### src/rtl/access_card_table_top_defines.svh
// Assertion macros for the access card table block.
// Used by access_card_table_top; expects clk and rst_n in scope.
`ifndef ACCESS_CARD_TABLE_TOP_DEFINES_SVH
`define ACCESS_CARD_TABLE_TOP_DEFINES_SVH

// Same-cycle implication, checked out of reset.
`define ACT_ASSERT_IMP(label, ante, cons) \
  label: assert property (@(posedge clk) disable iff (!rst_n) (ante) |-> (cons)) \
    else $error("access_card_table: same-cycle check failed");

// Next-cycle implication, checked out of reset.
`define ACT_ASSERT_NXT(label, ante, cons) \
  label: assert property (@(posedge clk) disable iff (!rst_n) (ante) |=> (cons)) \
    else $error("access_card_table: next-cycle check failed");

`endif

### src/rtl/act_pkg.sv
// Shared types and constants for the access card table block.
// No dependencies; used by act_ctrl, act_dp and access_card_table_top.
package act_pkg;

  localparam int ID_W              = 40;
  localparam int TABLE_DEPTH_DEF   = 16;
  localparam logic [ID_W-1:0] MASTER_RESET = 40'h53_0835_147A;

  // Item commands
  localparam logic [1:0] CMD_LOOKUP = 2'd0;
  localparam logic [1:0] CMD_ADD    = 2'd1;
  localparam logic [1:0] CMD_REMOVE = 2'd2;

  // Result status codes
  localparam logic [3:0] ST_MASTER    = 4'd0;
  localparam logic [3:0] ST_MEMBER    = 4'd1;
  localparam logic [3:0] ST_UNKNOWN   = 4'd2;
  localparam logic [3:0] ST_ADDED     = 4'd3;
  localparam logic [3:0] ST_DUPLICATE = 4'd4;
  localparam logic [3:0] ST_FULL      = 4'd5;
  localparam logic [3:0] ST_REMOVED   = 4'd6;
  localparam logic [3:0] ST_NOTFOUND  = 4'd7;
  localparam logic [3:0] ST_EMPTY     = 4'd8;

  typedef struct packed {
    logic [1:0]      command;
    logic [ID_W-1:0] card_id;
  } in_item_t;

  typedef struct packed {
    logic [3:0] status;
    logic       unlock;
    logic [3:0] match_index;
    logic [4:0] member_count;
  } out_item_t;

  // Source of the reported slot index
  typedef enum logic [1:0] {
    IDX_ZERO,
    IDX_HIT,
    IDX_COUNT
  } idx_sel_t;

  // Controller to datapath
  typedef struct packed {
    logic       load_item;
    logic       scan_en;
    logic       start_shift;
    logic       shift_en;
    logic       append;
    logic       cnt_dec;
    logic       set_res;
    logic [3:0] res_status;
    idx_sel_t   idx_sel;
    logic       load_out;
  } act_cmd_t;

  // Datapath to controller
  typedef struct packed {
    logic [1:0] item_cmd;
    logic       master_hit;
    logic       full;
    logic       empty;
    logic       hit;
    logic       pipe_done;
    logic       out_free;
  } act_sts_t;

endpackage

### src/rtl/act_ctrl.sv
// Sequencer for the access card table: decide, scan, shift, report.
// Depends on act_pkg; drives act_dp through act_cmd_t.
module act_ctrl (
  input  logic              clk,
  input  logic              rst_n,
  input  logic              in_valid,
  output logic              in_ready,
  input  act_pkg::act_sts_t sts,
  output act_pkg::act_cmd_t cmd
);

  typedef enum logic [2:0] {
    S_IDLE,
    S_DECIDE,
    S_SCAN,
    S_SHIFT,
    S_RESULT
  } state_t;

  state_t state_r, state_nxt;

  always_ff @(posedge clk) begin
    if (!rst_n) begin
      state_r <= S_IDLE;
    end else begin
      state_r <= state_nxt;
    end
  end

  assign in_ready = (state_r == S_IDLE);

  always_comb begin
    state_nxt = state_r;
    cmd       = '0;
    cmd.idx_sel    = act_pkg::IDX_ZERO;
    cmd.res_status = act_pkg::ST_UNKNOWN;
    unique case (state_r)
      S_IDLE: begin
        if (in_valid) begin
          cmd.load_item = 1'b1;
          state_nxt     = S_DECIDE;
        end
      end
      S_DECIDE: begin
        priority if (sts.item_cmd == act_pkg::CMD_LOOKUP && sts.master_hit) begin
          cmd.set_res    = 1'b1;
          cmd.res_status = act_pkg::ST_MASTER;
          state_nxt      = S_RESULT;
        end else if (sts.item_cmd == act_pkg::CMD_ADD && sts.full) begin
          cmd.set_res    = 1'b1;
          cmd.res_status = act_pkg::ST_FULL;
          state_nxt      = S_RESULT;
        end else if (sts.item_cmd == act_pkg::CMD_REMOVE && sts.empty) begin
          cmd.set_res    = 1'b1;
          cmd.res_status = act_pkg::ST_EMPTY;
          state_nxt      = S_RESULT;
        end else if (sts.item_cmd != act_pkg::CMD_LOOKUP &&
                     sts.item_cmd != act_pkg::CMD_ADD &&
                     sts.item_cmd != act_pkg::CMD_REMOVE) begin
          cmd.set_res    = 1'b1;
          cmd.res_status = act_pkg::ST_UNKNOWN;
          state_nxt      = S_RESULT;
        end else begin
          state_nxt = S_SCAN;
        end
      end
      S_SCAN: begin
        cmd.scan_en = 1'b1;
        if (sts.hit) begin
          cmd.set_res = 1'b1;
          cmd.idx_sel = act_pkg::IDX_HIT;
          state_nxt   = S_RESULT;
          if (sts.item_cmd == act_pkg::CMD_LOOKUP) begin
            cmd.res_status = act_pkg::ST_MEMBER;
          end else if (sts.item_cmd == act_pkg::CMD_ADD) begin
            cmd.res_status = act_pkg::ST_DUPLICATE;
          end else begin
            cmd.res_status  = act_pkg::ST_REMOVED;
            cmd.start_shift = 1'b1;
            state_nxt       = S_SHIFT;
          end
        end else if (sts.pipe_done) begin
          cmd.set_res = 1'b1;
          state_nxt   = S_RESULT;
          if (sts.item_cmd == act_pkg::CMD_LOOKUP) begin
            cmd.res_status = act_pkg::ST_UNKNOWN;
          end else if (sts.item_cmd == act_pkg::CMD_ADD) begin
            cmd.res_status = act_pkg::ST_ADDED;
            cmd.idx_sel    = act_pkg::IDX_COUNT;
            cmd.append     = 1'b1;
          end else begin
            cmd.res_status = act_pkg::ST_NOTFOUND;
          end
        end
      end
      S_SHIFT: begin
        cmd.shift_en = 1'b1;
        if (sts.pipe_done) begin
          cmd.cnt_dec = 1'b1;
          state_nxt   = S_RESULT;
        end
      end
      S_RESULT: begin
        if (sts.out_free) begin
          cmd.load_out = 1'b1;
          state_nxt    = S_IDLE;
        end
      end
      default: state_nxt = S_IDLE;
    endcase
  end

endmodule

### src/rtl/act_dp.sv
// Datapath for the access card table: card memory, master ID, member count,
// scan/shift read pipeline and the result register. Depends on act_pkg.
module act_dp #(
  parameter int TABLE_DEPTH = act_pkg::TABLE_DEPTH_DEF
) (
  input  logic                      clk,
  input  logic                      rst_n,
  input  act_pkg::in_item_t         in_item,
  input  logic                      cfg_valid,
  input  logic                      cfg_ready,
  input  logic [act_pkg::ID_W-1:0]  cfg_data,
  input  logic                      out_ready,
  output logic                      out_valid,
  output act_pkg::out_item_t        out_item,
  input  act_pkg::act_cmd_t         cmd,
  output act_pkg::act_sts_t         sts
);

  localparam int IDX_W = (TABLE_DEPTH > 1) ? $clog2(TABLE_DEPTH) : 1;
  localparam int CNT_W = $clog2(TABLE_DEPTH + 1);

  logic [act_pkg::ID_W-1:0] card_mem [TABLE_DEPTH];

  logic [act_pkg::ID_W-1:0] master_r;
  logic [1:0]               item_cmd_r;
  logic [act_pkg::ID_W-1:0] item_id_r;
  logic [CNT_W-1:0]         count_r, count_nxt;
  logic [CNT_W-1:0]         ptr_r, ptr_nxt;
  logic [CNT_W-1:0]         rk_r;
  logic                     rv_r, rv_nxt;
  logic [act_pkg::ID_W-1:0] rd_data_r;
  logic [3:0]               res_status_r;
  logic [CNT_W-1:0]         res_idx_r, res_idx_nxt;
  logic                     out_valid_r;
  act_pkg::out_item_t       out_item_r;

  logic                     issue;
  logic                     wr_en;
  logic [IDX_W-1:0]         wr_addr;
  logic [act_pkg::ID_W-1:0] wr_data;
  logic [CNT_W-1:0]         shift_dst;

  // One read per cycle during a scan or shift while the pointer is below the member count
  assign issue     = (cmd.scan_en || cmd.shift_en) && (ptr_r < count_r);
  assign shift_dst = CNT_W'(rk_r - CNT_W'(1));

  always_comb begin
    ptr_nxt = ptr_r;
    rv_nxt  = issue;
    if (cmd.load_item) begin
      ptr_nxt = '0;
    end else if (cmd.start_shift) begin
      // entries above the hit slot move down; drop the read in flight
      ptr_nxt = CNT_W'(rk_r + CNT_W'(1));
      rv_nxt  = 1'b0;
    end else if (issue) begin
      ptr_nxt = CNT_W'(ptr_r + CNT_W'(1));
    end
  end

  always_comb begin
    wr_en   = 1'b0;
    wr_addr = count_r[IDX_W-1:0];
    wr_data = item_id_r;
    if (cmd.append) begin
      wr_en = 1'b1;
    end else if (cmd.shift_en && rv_r) begin
      wr_en   = 1'b1;
      wr_addr = shift_dst[IDX_W-1:0];
      wr_data = rd_data_r;
    end
  end

  always_comb begin
    count_nxt = count_r;
    if (cmd.append) begin
      count_nxt = CNT_W'(count_r + CNT_W'(1));
    end else if (cmd.cnt_dec) begin
      count_nxt = CNT_W'(count_r - CNT_W'(1));
    end
  end

  always_comb begin
    unique case (cmd.idx_sel)
      act_pkg::IDX_HIT:   res_idx_nxt = rk_r;
      act_pkg::IDX_COUNT: res_idx_nxt = count_r;
      default:            res_idx_nxt = '0;
    endcase
  end

  always_ff @(posedge clk) begin
    if (wr_en) begin
      card_mem[wr_addr] <= wr_data;
    end
    rd_data_r <= card_mem[ptr_r[IDX_W-1:0]];
  end

  always_ff @(posedge clk) begin
    if (!rst_n) begin
      master_r    <= act_pkg::MASTER_RESET;
      count_r     <= '0;
      ptr_r       <= '0;
      rv_r        <= 1'b0;
      out_valid_r <= 1'b0;
    end else begin
      if (cfg_valid && cfg_ready) begin
        master_r <= cfg_data;
      end
      count_r <= count_nxt;
      ptr_r   <= ptr_nxt;
      rv_r    <= rv_nxt;
      if (cmd.load_out) begin
        out_valid_r <= 1'b1;
      end else if (out_ready) begin
        out_valid_r <= 1'b0;
      end
    end
  end

  always_ff @(posedge clk) begin
    if (cmd.load_item) begin
      item_cmd_r <= in_item.command;
      item_id_r  <= in_item.card_id;
    end
    rk_r <= ptr_r;
    if (cmd.set_res) begin
      res_status_r <= cmd.res_status;
      res_idx_r    <= res_idx_nxt;
    end
    if (cmd.load_out) begin
      out_item_r.status       <= res_status_r;
      out_item_r.unlock       <= (res_status_r == act_pkg::ST_MASTER) ||
                                 (res_status_r == act_pkg::ST_MEMBER);
      out_item_r.match_index  <= 4'(res_idx_r);
      out_item_r.member_count <= 5'(count_r);
    end
  end

  assign out_valid = out_valid_r;
  assign out_item  = out_item_r;

  assign sts.item_cmd   = item_cmd_r;
  assign sts.master_hit = (item_id_r == master_r);
  assign sts.full       = (count_r >= CNT_W'(TABLE_DEPTH));
  assign sts.empty      = (count_r == '0);
  assign sts.hit        = rv_r && (rd_data_r == item_id_r);
  assign sts.pipe_done  = (ptr_r >= count_r) && !rv_r;
  assign sts.out_free   = !out_valid_r || out_ready;

endmodule

### src/rtl/access_card_table_top.sv
// Access card table top level: whitelist of 40-bit card IDs with master ID.
// Depends on act_pkg, act_ctrl, act_dp and access_card_table_top_defines.svh.
//
// One item at a time, one result per item. A lookup or add reads the stored
// members through the single read port of the card memory, one entry per
// cycle. A match ends the scan early; master, full, empty and unused commands
// skip the scan. A remove that hits then moves every entry above the removed
// slot down by one, one entry per cycle through the same port. The result
// sits in an output register, so the next item is taken while a result waits.
// The memory is not cleared at reset; only slots below the member count are
// read.
`include "access_card_table_top_defines.svh"

module access_card_table_top #(
  parameter int TABLE_DEPTH = act_pkg::TABLE_DEPTH_DEF
) (
  input  logic                     clk,
  input  logic                     rst_n,
  input  logic                     in_valid,
  output logic                     in_ready,
  input  act_pkg::in_item_t        in_item,
  output logic                     out_valid,
  input  logic                     out_ready,
  output act_pkg::out_item_t       out_item,
  input  logic                     cfg_valid,
  output logic                     cfg_ready,
  input  logic [act_pkg::ID_W-1:0] cfg_data
);

  act_pkg::act_cmd_t cmd;
  act_pkg::act_sts_t sts;

  assign cfg_ready = 1'b1;

  act_ctrl u_ctrl (
    .clk      (clk),
    .rst_n    (rst_n),
    .in_valid (in_valid),
    .in_ready (in_ready),
    .sts      (sts),
    .cmd      (cmd)
  );

  act_dp #(
    .TABLE_DEPTH (TABLE_DEPTH)
  ) u_dp (
    .clk       (clk),
    .rst_n     (rst_n),
    .in_item   (in_item),
    .cfg_valid (cfg_valid),
    .cfg_ready (cfg_ready),
    .cfg_data  (cfg_data),
    .out_ready (out_ready),
    .out_valid (out_valid),
    .out_item  (out_item),
    .cmd       (cmd),
    .sts       (sts)
  );

  // Never append into a full table
  `ACT_ASSERT_IMP(a_no_append_full, cmd.append, !sts.full)
  // Result register only loads when its previous beat is gone
  `ACT_ASSERT_IMP(a_load_out_free, cmd.load_out, sts.out_free)
  // One item in flight: no second beat right after an accept
  `ACT_ASSERT_NXT(a_one_in_flight, in_valid && in_ready, !in_ready)
  // Unlock only on master or member status
  `ACT_ASSERT_IMP(a_unlock_status, out_valid && out_item.unlock,
    out_item.status == act_pkg::ST_MASTER || out_item.status == act_pkg::ST_MEMBER)

endmodule

### config.mk
export PLATFORM = sky130hd
export DESIGN_NAME = access_card_table_top
export DESIGN_NICKNAME = d
export VERILOG_FILES = /design/src/rtl/act_pkg.sv /design/src/rtl/act_ctrl.sv /design/src/rtl/act_dp.sv /design/src/rtl/access_card_table_top.sv
export VERILOG_INCLUDE_DIRS = /design/src /design/src/rtl
export SDC_FILE = /design/constraint.sdc
export NUM_CORES = 1
export LEC_CHECK = 0
export ABC_CLOCK_PERIOD_IN_PS = 10200
export BUFFER_PORTS_ARGS = -buffer_cell sky130_fd_sc_hd__buf_2
export CORE_ASPECT_RATIO = 0.6
export CORE_UTILIZATION = 25
export DETAILED_ROUTE_END_ITERATION = 10
export HOLD_SLACK_MARGIN = 0.03
export PLACE_DENSITY = 0.46
export SYNTH_ARGS = -nofsm -noshare
export SYNTH_HDL_FRONTEND = slang
export SYNTH_SLANG_ARGS = --single-unit
### constraint.sdc
create_clock -name clk -period 10.2 [get_ports clk]
set_clock_uncertainty 0.05 [all_clocks]
set_input_delay 1.53 -clock clk [delete_from_list [all_inputs] [get_ports clk]]
set_output_delay 1.53 -clock clk [all_outputs]
set_load 0.05 [all_outputs]
==> results of run 1 <==
worst max-delay path: stages (launching register included):
cell      delay [ns]
dfxtp_2         0.31
buf_4           0.68
ha_1            0.28
o21ai_0         0.12
a211oi_1        0.29
o21bai_2        0.22
nor2_1          0.60
a22oi_1         0.39
nor2_4          0.54
buf_4           0.62
cell type report:
type / count / area share, %
clock buffers: 125 / 6.454
well taps: 1616 / 5.563
diodes: 2 / 0.01377
multi-input cells: 709 / 21.37
flip-flops and latches: 804 / 63.70
repair buffers: 130 / 2.017
inverters: 14 / 0.1446
clock inverters: 24 / 0.7366
path summary, 6_finish.rpt:
check | slack [ns] | to | cells after the start
worst min-delay path | 0.37 | u_dp.out_item[5] | 0
worst min register to register | 0.37 | u_dp.out_item[5] | 0
worst max-delay path | 5.64 | u_dp.card_mem[1][18] | 9
worst max register to register | 5.64 | u_dp.card_mem[1][18] | 9
synth_stat cells, types with 3 or more instances:
| cell | count |
|---|---|
| nor2_1 | 64 |
| nand3_1 | 15 |
| or3_1 | 3 |
| nand4_1 | 15 |
| a211oi_1 | 4 |
| edfxtp_1 | 704 |
| ha_1 | 11 |
| mux2i_1 | 43 |
| clkbuf_1 | 34 |
| inv_1 | 14 |
| mux4_2 | 200 |
| nand2_1 | 155 |
| and3_1 | 3 |
| nor2b_1 | 4 |
| nor3_1 | 13 |
| o21a_1 | 3 |
| a22o_1 | 4 |
| dfxtp_1 | 100 |
| xnor2_1 | 54 |
| xor2_1 | 38 |
| buf_1 | 15 |
| a21oi_1 | 18 |
| o21ai_0 | 10 |
| buf_2 | 21 |
| o211ai_1 | 3 |
| nand2b_1 | 4 |
| nor4_1 | 17 |
through the flow:
stage | utilization, % | total power [mW] | hold slack [ns] | worst slack [ns]
4_1_cts | 29.67 | 6.928 | 0.3722 | 5.584
2_1_floorplan | - | 3.829 | 0.2943 | 5.438
6_report | 29.67 | 6.837 | 0.3692 | 5.643
3_3_place_gp | 27.53 | 3.950 | 0.3647 | 5.615
3_5_place_dp | 27.53 | 3.956 | 0.3679 | 5.632
5_1_grt | 29.67 | 7.059 | 0.3746 | 5.383
kinds of logic after synthesis:
| group | count (synthesis) |
|---|---|
| compound gates | 58 |
| mux | 243 |
| xor+xnor | 92 |
| simple gates | 303 |
| fa+ha+maj | 12 |
| other cells | 1 |
| buf+inv | 87 |
| flops | 804 |
flip-flops by register name (all words and copies together) (netlist names):
signal	count
u_dp.card_mem	640
u_dp.ptr_r	5
u_dp.rv_r	1
u_dp.item_cmd_r	2
u_dp.res_status_r	4
u_dp.rd_data_r	40
u_dp.out_valid	1
u_dp.item_id_r	40
u_dp.rk_r	5
u_ctrl.state_r	3
u_dp.master_r	40
u_dp.count_r	5
u_dp.res_idx_r	4
u_dp.out_item	14
per-layer routing:
layer / wire length (um) / vias up / part of all wire (%) / GRT usage (%)
li1: - / 6684 / - / -
met1: 40330 / 8263 / 48 / 19.30
met2: 37280 / 408 / 45 / 20.21
met3: 4225 / 93 / 5.0 / 2.540
met4: 1892 / 0 / 2.3 / 3.792
met5: 0 / - / 0 / 0
power groups by stage:
stage	Combinational (mW)	Clock, mW	Sequential [mW]
2_1_floorplan	0.112	0	3.72
3_3_place_gp	0.214	0	3.74
3_5_place_dp	0.221	0	3.74
4_1_cts	0.222	3.04	3.67
5_1_grt	0.237	3.16	3.67
6_report	0.216	2.96	3.66
==> reports/qor.yml, run 1 <==
setup_path:
  start_kind: "register"
  timing.rr.start: "u_dp.ptr_r[3]"
  crit_type: "reg -> reg"
  crit_path_start: "u_dp.ptr_r[3]"
  worst-path-max-fanout: 44
  crit_path_end_kind: "register"
  worstPathRequired_ns: 10.41
  worst_ep_arrival_time_ns: 4.77
clocking:
  clk_pin_slew_worst_paths_ns: 0.06
  clockBufferDepth: 3
  cts_hold_buf: 0
  post-cts-setup-buffers: 0
  cts_htree_levels: 3
  numCtsBuffers: 81
  cts_tree: "done"
  numClockSinks: 804
  insertion_delay_ns: 0.67
  root_buffer: "clkbuf_16"
  post_cts_resized: 0
floorplan:
  start_util_pct: 25.42
  dieArea_um2: 126000
  ios: 104
  die_y_um: 275.4
  rows: 99
  die_w_um: 457.7
  core_um2: 122500
power:
  comb_power_share_pct: 3.2
  share_seq_of_total_power_pct: 53.6
  vdd.ir_drop.worst_v: 0.0001063
  internal_power_mw: 5.396
  pwr-share-clk_pct: 43.3
  power.density_nw_per_um2: 188.1
  p_switching_mw: 1.441
  swShare_pct: 21.07
  p_leak_nw: 11.34
timing:
  finalCritPeriodShare_pct: 44.68
  hold_viol_final: 0
  max_slew_margin_pct: 15.79
  setup_viol: 0
  period_needed_ns: 4.557
  worst_pin_slew_ns: 1.258
  rsz0062_at_grt: "no"
  max_freq_mhz: 219.4
  tns_ns: 0
  final_max_slew_viol_count: 0
synthesis:
  synth.area.mux_share_pct: 15.84
  yosysSeqAreaShare_pct: 74.30
  synth_edf_count: 704
  synthesis.area_um2: 31150
  syn-mean-instance-area_um2: 19.47
  async_reset_ff_share_pct: 0
  synthFlopType: "edfxtp_1"
  syn-num-nets: 1699
  synth_seq_cells: 804
  synth_xor_area_share_pct: 2.587
  synthAdderAreaFrac_pct: 0.5062
  yosysUniqueCellTypes: 52
  synth_compound_area_share_pct: 1.265
  synth-simple-area-share_pct: 4.302
  syn_inst: 1600
  synth_top_area_share_pct: 67.87
  synth_top_area_cell: "edfxtp_1"
  yosysWarningCount: 0
  synth_top_family_by_area: "multiplexers"
  synth.area.top_cells: "edfxtp_1 (68%), mux4_2 (14%), dfxtp_1 (6.4%)"
global_routing:
  first_global_vias: 15820
  grt.overflow.total: 0
  grt_pass1_wl_um: 118500
  antenna_found_initial: 5
  grt_max_degree: 105
  grt_usage_pct: 13.31
layout:
  nFillCells: 11840
  fin_nets: 1839
  multi_input_area_um2: 7767
  syn_to_final_growth_pct: 16.70
  final_common_cell: "edfxtp_1"
  drive_gt1_share_pct: 26.25
  final_cell_mix: "edfxtp_1 (704), mux4_2 (200), nand2_1 (155)"
  postLayoutCellArea_um2: 36350
  seqCellArea_um2: 23150
  stdcell_count: 3424
run_status:
  status: "finished clean"
route:
  via_per_inst: 4.512
  wl_um: 83730
  drt_iter0_drc: 1396
  via_count: 15450
  first_pass_iters: 5
  drc: 0
  antenna_left: 0
  wl_per_cell_um: 24.45
placement:
  place.gp.congestion: 0.7574
  numPlacedInstances: 3273
  dpl_cell_area_um2: 33730
  hpwlAfterDp_um: 50320
  portBuffers: 102
hold_path:
  holdCritPathClass: "reg -> reg"
  hold_start: "u_dp.res_idx_r[0]"
flow_run:
  cap_violations: 0
Power figures use the tool's default switching activity.
==> run 2: changes to the inputs <==
- ABC_AREA: default -> 1
- ABC_CLOCK_PERIOD_IN_PS: 10200 -> 4190
- PLACE_DENSITY: 0.46 -> 0.47
- clock period: 10.2 -> 4.19 ns (I/O delays scaled with it)
==> run 2 against run 1 <==
  * The run now ends with design-rule violations left
  * Highest routed layer unchanged
  * First-iteration DRC count is 45% higher
  * Sequential share of layout area is 2.2 points lower
  * Synthesized cell count is 56% higher
  * Largest cell class unchanged
==> reports/qor.yml, run 2 <==
run_status:
  status: "complete, but fails checks"  # was finished clean
  failed_checks: "design-rule violations"
clocking:
  cts_htree_levels: 3  # unchanged
  insertion_delay_ns: 0.68  # was 0.67 ns
  clk_pin_slew_worst_paths_ns: 0.07  # was 0.06 ns
  root_buffer: "clkbuf_16"  # unchanged
  post_cts_resized: 0  # unchanged
  cts_hold_buf: 0  # unchanged
  post-cts-setup-buffers: 0  # unchanged
  numClockSinks: 804  # unchanged
  cts_tree: "done"  # unchanged
  numCtsBuffers: 78  # was 81
  clockBufferDepth: 3  # unchanged
layout:
  drive_gt1_share_pct: 13.03  # was 26.25%
  fin_nets: 2729  # was 1839
  final_util_pct: 29.69  # was 29.67%
  syn_to_final_growth_pct: 17.35  # was 16.70%
  final_cell_mix: "edfxtp_1 (704), nor2_1 (334), nand2_1 (303)"  # was edfxtp_1 (704), mux4_2 (200), nand2_1 (155)
  postLayoutCellArea_um2: 37660  # was 36350 um2
  stdcell_count: 4393  # was 3424
  final_common_cell: "edfxtp_1"  # unchanged
  largest_reg_flops: 640  # unchanged
  max_flop_register: "u_dp.card_mem"  # unchanged
synthesis:
  synth_seq_cells: 804  # unchanged
  synth-simple-area-share_pct: 9.687  # was 4.302%
  syn_inst: 2503  # was 1600
  synth_most_common_cell: "edfxtp_1"  # unchanged
  synth_compound_area_share_pct: 10.24  # was 1.265%
  synth_top_family_by_area: "compound AO/OA/AOI/OAI gates"  # was multiplexers
  async_reset_ff_share_pct: 0  # unchanged
  synthFlopType: "edfxtp_1"  # unchanged
  synth_top_area_cell: "edfxtp_1"  # unchanged
  yosysWarningCount: 0  # unchanged
  synth_top_area_share_pct: 65.87  # was 67.87%
  synth_xor_area_share_pct: 0.6276  # was 2.587%
  synthesis.area_um2: 32100  # was 31150 um2
  yosysSeqAreaShare_pct: 72.10  # was 74.30%
  synth_edf_count: 704  # unchanged
  synth.area.top_cells: "edfxtp_1 (66%), dfxtp_1 (6.2%), nor2_1 (4.1%)"  # was edfxtp_1 (68%), mux4_2 (14%), dfxtp_1 (6.4%)
  syn-num-nets: 2602  # was 1699
  synth.area.mux_share_pct: 3.462  # was 15.84%
  yosysUniqueCellTypes: 45  # was 52
  synthAdderAreaFrac_pct: 0.4912  # was 0.5062%
  syn-mean-instance-area_um2: 12.82  # was 19.47 um2
  synth_commonest_cells: "edfxtp_1 (704), nor2_1 (347), nand2_1 (303), o21ai_0 (248), inv_1 (129)"  # was edfxtp_1 (704), mux4_2 (200), nand2_1 (155), dfxtp_1 (100), nor2_1 (64)
setup_path:
  cp_top_family: "simple AND/OR/NAND/NOR gates"  # was buffers and inverters
  worst-path-max-fanout: 22  # was 44
  slowest_stage: "buf_4"  # unchanged
  crit_type: "reg -> reg"  # unchanged
  timing.rr.start: "u_dp.count_r[2]"  # was u_dp.ptr_r[3]
  worstPathRequired_ns: 4.43  # was 10.41 ns
  crit_path_end_kind: "register"  # unchanged
  start_kind: "register"  # unchanged
  max_stage_delay_ns: 0.49  # was 0.68 ns
  worst_ep_arrival_time_ns: 3.98  # was 4.77 ns
  worst-path-buf-inv: 2  # unchanged
  reg2reg_depth: 11  # was 9
  r2r_end: "u_dp.card_mem[6][36]"  # was u_dp.card_mem[1][18]
  cp_cell_sequence: "inv_1, ha_1, nand2_1, nor3_1, nor4_2, a21oi_2, nand4_2, nand2_1, nand3_1, nor3_4, buf_4"  # was buf_4, ha_1, o21ai_0, a211oi_1, o21bai_2, nor2_1, a22oi_1, nor2_4, buf_4
  regToRegSetupSlack_ns: 0.44  # was 5.64 ns
  critPathMostFrequentCell: "nand2_1"  # was buf_4
timing:
  period_needed_ns: 3.746  # was 4.557 ns
  rsz0062_at_grt: "no"  # unchanged
  finalWorstSetupSlack_ns: 0.4437  # was 5.643 ns
  max_freq_mhz: 266.9  # was 219.4 MHz
  worst_pin_slew_ns: 1.092  # was 1.258 ns
  setup_viol: 0  # unchanged
  max_slew_margin_pct: 27.20  # was 15.79%
  finalCritPeriodShare_pct: 89.41  # was 44.68%
  final_max_slew_viol_count: 0  # unchanged
  hold_slack_ns: 0.07939  # was 0.3692 ns
  hold_viol_final: 0  # unchanged
floorplan:
  rows: 101  # was 99
  dieArea_um2: 129900  # was 126000 um2
  ios: 104  # unchanged
  start_util_pct: 25.30  # was 25.42%
  die_y_um: 279.5  # was 275.4 um
  die_w_um: 464.6  # was 457.7 um
  core_um2: 126900  # was 122500 um2
route:
  wl_per_cell_um: 22.88  # was 24.45 um
  wl_um: 100500  # was 83730 um
  drt_iter0_drc: 2019  # was 1396
  via_per_inst: 4.684  # was 4.512
  first_pass_iters: 9  # was 5
  via_count: 20580  # was 15450
  antenna_left: 0  # unchanged
  drc: 1  # was 0
hold_path:
  hold_end: "u_dp.item_id_r[23]"  # was u_dp.out_item[5]
  min_path_cells: 1  # was 0
  holdCritPathClass: "in -> reg"  # was reg -> reg
  hold_start: "in_item[23]"  # was u_dp.res_idx_r[0]
placement:
  dpl_worst_slack_ns: 0.5337  # was 5.632 ns
  portBuffers: 102  # unchanged
  dpl_cell_area_um2: 35120  # was 33730 um2
  hpwlAfterDp_um: 58110  # was 50320 um
  place.gp.congestion: 0.8054  # was 0.7574
  numPlacedInstances: 4249  # was 3273
global_routing:
  gr-usage-met3_pct: 3.183  # was 2.540%
  busiest_layer: "met1"  # was met2
  antenna_found_initial: 3  # was 5
  met1_usage_pct: 23.11  # was 19.30%
  grt_max_degree: 176  # was 105
  grt.overflow.total: 0  # unchanged
  grt_pass1_wl_um: 143400  # was 118500 um
  grt_usage_pct: 15.26  # was 13.31%
  use_met2_pct: 22.04  # was 20.21%
  first_global_vias: 19340  # was 15820
power:
  power.density_nw_per_um2: 460.8  # was 188.1 nW/um2
  p_leak_nw: 12.45  # was 11.34 nW
  vdd.ir_drop.worst_v: 0.0003341  # was 0.0001063 V
flow_run:
  cap_violations: 0  # unchanged
[run 2: cell types whose count changed after synthesis, sizes merged, moves of 111 or more]
cell,delta
o21ai,+244
o221ai,+111
mux4,-200
nor2,+287
nand2,+150
inv,+117
[run 2: final cells by class]
cell class                      count  area [um2]
Antenna cell                        1       2.502
Clock buffer                      107        2175
Clock inverter                     36       370.4
Fill cell                       12880       89210
Inverter                          132       504.2
Multi-Input combinational cell   1420        8019
Sequential cell                   804       23150
Tap cell                         1699        2126
Timing Repair Buffer              194        1314
[run 2: power by group]
part	internal [mW]	total (mW)	leakage [nW]	switching, mW
logic	0.274	1.02	4.02	0.750
registers	8.99	9.12	7.19	0.133
clock network	4.03	7.21	1.24	3.17
total	13.3	17.4	12.5	4.05
[run 2: logic make-up after synthesis]
group	after synthesis
compound gates	503
xor+xnor	23
fa+ha+maj	12
buf+inv	279
flops	804
mux	111
other cells	1
simple gates	770
[run 2: per-stage QoR]
step	TNS, ns	total power [mW]
final	0	17.35
after global routing	0	17.93
after CTS	0	17.51
after detailed placement	0	10.33
after global placement	0	10.34
after floorplan	-194.96	9.798
[run 2: worst max path at each step]
stage,from,end,slack [ns],cells past startpoint
floorplan,u_dp.ptr_r[0],u_dp.card_mem[10][0],-0.33,13
global placement,u_dp.count_r[2],u_dp.card_mem[6][32],0.55,11
detailed placement,u_dp.count_r[2],u_dp.card_mem[6][32],0.53,11
CTS,u_dp.count_r[2],u_dp.card_mem[5][5],0.49,11
global route,u_dp.count_r[2],u_dp.card_mem[4][14],0.27,11
finish,u_dp.count_r[2],u_dp.card_mem[6][36],0.44,11
[run 2: worst reg2reg max path, cell delays in order (launching register included)]
cell and delay (ns):
dfxtp_1 0.42, inv_1 0.14, ha_1 0.33, nand2_1 0.07, nor3_1 0.21, nor4_2 0.10
a21oi_2 0.28, nand4_2 0.33, nand2_1 0.29, nand3_1 0.33, nor3_4 0.29, buf_4 0.49
[run 2: routing by layer]
layer / vias up / routed length (um)
li1: 9482 / -
met1: 10280 / 49100
met2: 694 / 42660
met3: 121 / 6936
met4: 0 / 1812
met5: - / 0
==> run 3: changes to the inputs <==
- ABC_CLOCK_PERIOD_IN_PS: 4190 -> 3400
- clock period: 4.19 -> 3.4 ns (I/O delays scaled with it)
==> run 3 against run 2 <==
  * The flow still finishes with violations (design-rule violations)
  * Clock-buffer cell count is 7 lower
  * Hold slack worse by 0.031 ns
  * Cell area grew 2.0%
  * Non-clock buffer count grew 56
  * Sequential power is 23% higher
  * Clock power up 21%
  * Critical path type unchanged
  * Largest power group unchanged
==> reports/qor.yml, run 3 (same netlist as run 2, synthesis figures left out) <==
setup_path:
  start_kind: "register"  # unchanged
  worst-path-max-fanout: 40  # was 22
  worst-path-buf-inv: 2  # unchanged
  cp_top_family: "simple AND/OR/NAND/NOR gates"  # unchanged
  cp_cell_sequence: "inv_1, ha_1, nand2_1, nor3_2, nor4_2, a21oi_2, nand4_4, nand2_4, nand3_1, nor2_4, buf_12"  # was inv_1, ha_1, nand2_1, nor3_1, nor4_2, a21oi_2, nand4_2, nand2_1, nand3_1, nor3_4, buf_4
  slowest_stage: "dfxtp_1"  # was buf_4
  crit_type: "reg -> reg"  # unchanged
  crit_path_end_kind: "register"  # unchanged
  worstPathRequired_ns: 3.65  # was 4.43 ns
  worst_ep_arrival_time_ns: 3.42  # was 3.98 ns
  max_stage_delay_ns: 0.41  # was 0.49 ns
hold_path:
  holdCritPathClass: "in -> reg"  # unchanged
route:
  drt_iter0_drc: 2080  # was 2019
  antenna_left: 0  # unchanged
  wl_met2_um: 40170  # was 42660 um
  wl_um: 99690  # was 100500 um
  via_count: 20670  # was 20580
  drt-met1-wl_um: 50390  # was 49100 um
  wl_met3_um: 7154  # was 6936 um
  via_per_inst: 4.649  # was 4.684
  drc: 8  # was 1
  top_layer: "met5"  # was met4
  wl_per_cell_um: 22.43  # was 22.88 um
  first_pass_iters: 8  # was 9
global_routing:
  antenna_found_initial: 4  # was 3
  grt.overflow.total: 0  # unchanged
  grt_pass1_wl_um: 142500  # was 143400 um
  first_global_vias: 19410  # was 19340
  grt_max_degree: 120  # was 176
  grt_usage_pct: 15.11  # was 15.26%
layout:
  largest_reg_flops: 640  # unchanged
  final_cell_mix: "edfxtp_1 (704), nor2_1 (334), nand2_1 (302)"  # was edfxtp_1 (704), nor2_1 (334), nand2_1 (303)
  stdcell_count: 4445  # was 4393
  syn_to_final_growth_pct: 19.66  # was 17.35%
  final_common_cell: "edfxtp_1"  # unchanged
  drive_gt1_share_pct: 12.83  # was 13.03%
  fin_nets: 2782  # was 2729
  max_flop_register: "u_dp.card_mem"  # unchanged
floorplan:
  die_w_um: 464.6  # unchanged
  ios: 104  # unchanged
  core_um2: 126900  # unchanged
  dieArea_um2: 129900  # unchanged
  rows: 101  # unchanged
  die_y_um: 279.5  # unchanged
  start_util_pct: 25.30  # unchanged
timing:
  hold_slack_ns: 0.04852  # was 0.07939 ns
  worst_pin_slew_ns: 1.423  # was 1.092 ns
  setup_viol: 0  # unchanged
  max_slew_margin_pct: 4.493  # was 27.20%
  finalCritPeriodShare_pct: 93.01  # was 89.41%
  hold_viol_final: 0  # unchanged
  period_needed_ns: 3.162  # was 3.746 ns
  final_max_slew_viol_count: 0  # unchanged
  max_freq_mhz: 316.2  # was 266.9 MHz
  rsz0062_at_grt: "no"  # unchanged
power:
  power.density_nw_per_um2: 556.3  # was 460.8 nW/um2
  internal_power_mw: 16.40  # was 13.30 mW
  vdd.ir_drop.worst_v: 0.0003526  # was 0.0003341 V
  p_leak_nw: 12.68  # was 12.45 nW
  p_switching_mw: 4.966  # was 4.054 mW
  swShare_pct: 23.24  # was 23.36%
  pwr-share-clk_pct: 41.0  # was 41.5%
  share_seq_of_total_power_pct: 52.6  # about the same
  comb_power_share_pct: 6.4  # was 5.9%
clocking:
  numCtsBuffers: 75  # was 78
  cts_tree: "done"  # unchanged
  clockBufferDepth: 3  # unchanged
  root_buffer: "clkbuf_16"  # unchanged
  cts_htree_levels: 3  # unchanged
  insertion_delay_ns: 0.66  # was 0.68 ns
  numClockSinks: 804  # unchanged
  clk_pin_slew_worst_paths_ns: 0.07  # about the same
placement:
  portBuffers: 102  # unchanged
  place.gp.congestion: 0.8190  # was 0.8054
  numPlacedInstances: 4249  # unchanged
  hpwlAfterDp_um: 61240  # was 58110 um
flow_run:
  cap_violations: 0  # unchanged
run_status:
  status: "complete, but fails checks"  # unchanged
  failed_checks: "design-rule violations"  # unchanged
==> run 3: cell types whose count changed in the layout (fill, tap and decap cells not counted), moves of 3 or more <==
| cell | delta |
|---|---|
| dlygate4sd3_1 | +53 |
| o21ai_0 | -15 |
| buf_12 | +14 |
| o21ai_1 | +14 |
| buf_4 | -13 |
| clkinv_1 | +5 |
| clkbuf_1 | -3 |
| clkinv_4 | -3 |
| clkinvlp_4 | +3 |
| inv_6 | -3 |
==> run 3: metal layers <==
layer / global-route usage (%) / vias up
li1: - / 9574
met1: 23.63 / 10380
met2: 20.65 / 601
met3: 3.430 / 114
met4: 3.515 / 2
met5: 0 / -
==> run 3: worst paths after layout <==
kind | slack (ns) | end | startpoint | cells after the start
max | 0.24 | u_dp.card_mem[13][20] | u_dp.count_r[2] | 11
min | 0.05 | u_dp.master_r[27] | cfg_data[27] | 3
max reg2reg | 0.24 | u_dp.card_mem[13][20] | u_dp.count_r[2] | 11
min reg2reg | 0.37 | u_dp.rk_r[4] | u_dp.ptr_r[4] | 0
==> run 3: metrics by stage <==
step | power [mW] | util, % | setup slack (ns) | setup TNS [ns] | area [um2]
floorplan | 12.08 | - | -0.1109 | -55.23 | 32250
global placement | 12.77 | 27.85 | 0.2267 | 0 | 35340
detailed placement | 12.76 | 27.85 | 0.1879 | 0 | 35340
CTS | 21.52 | 30.20 | 0.1440 | 0 | 38310
global route | 22.04 | 30.27 | 0.04138 | 0 | 38400
finish | 21.36 | 30.27 | 0.2377 | 0 | 38400
==> run 3: final cells by class <==
cell class / instances / area, um2
diodes: 2 / 5.005
clock buffers: 100 / 2086
clock inverters: 38 / 397.9
fillers: 12880 / 88470
inverters: 132 / 503.0
multi-input cells: 1420 / 8069
flip-flops and latches: 804 / 23150
well taps: 1699 / 2126
repair buffers: 250 / 2063
==> run 3: worst min-delay path: stages <==
cell	delay (ns)
buf_2	0.10
nand2_1	0.05
nand3_1	0.06
==> run 3: power groups by stage <==
stage | clock network, mW | logic, mW | registers, mW
floorplan | 0 | 0.659 | 11.4
global placement | 0 | 1.31 | 11.5
detailed placement | 0 | 1.30 | 11.5
CTS | 8.93 | 1.35 | 11.2
global route | 9.31 | 1.48 | 11.3
finish | 8.76 | 1.36 | 11.2
==> run 3: what timing repair did <==
| item | 4_1_cts | 5_1_grt |
|---|---|---|
| hold buffers | 49 | 4 |
| hold endpoints to repair | 49 | 4 |
| setup buffers | 0 | 2 |
| gates resized for setup | 0 | 5 |
| setup endpoints to repair | 0 | 285 |
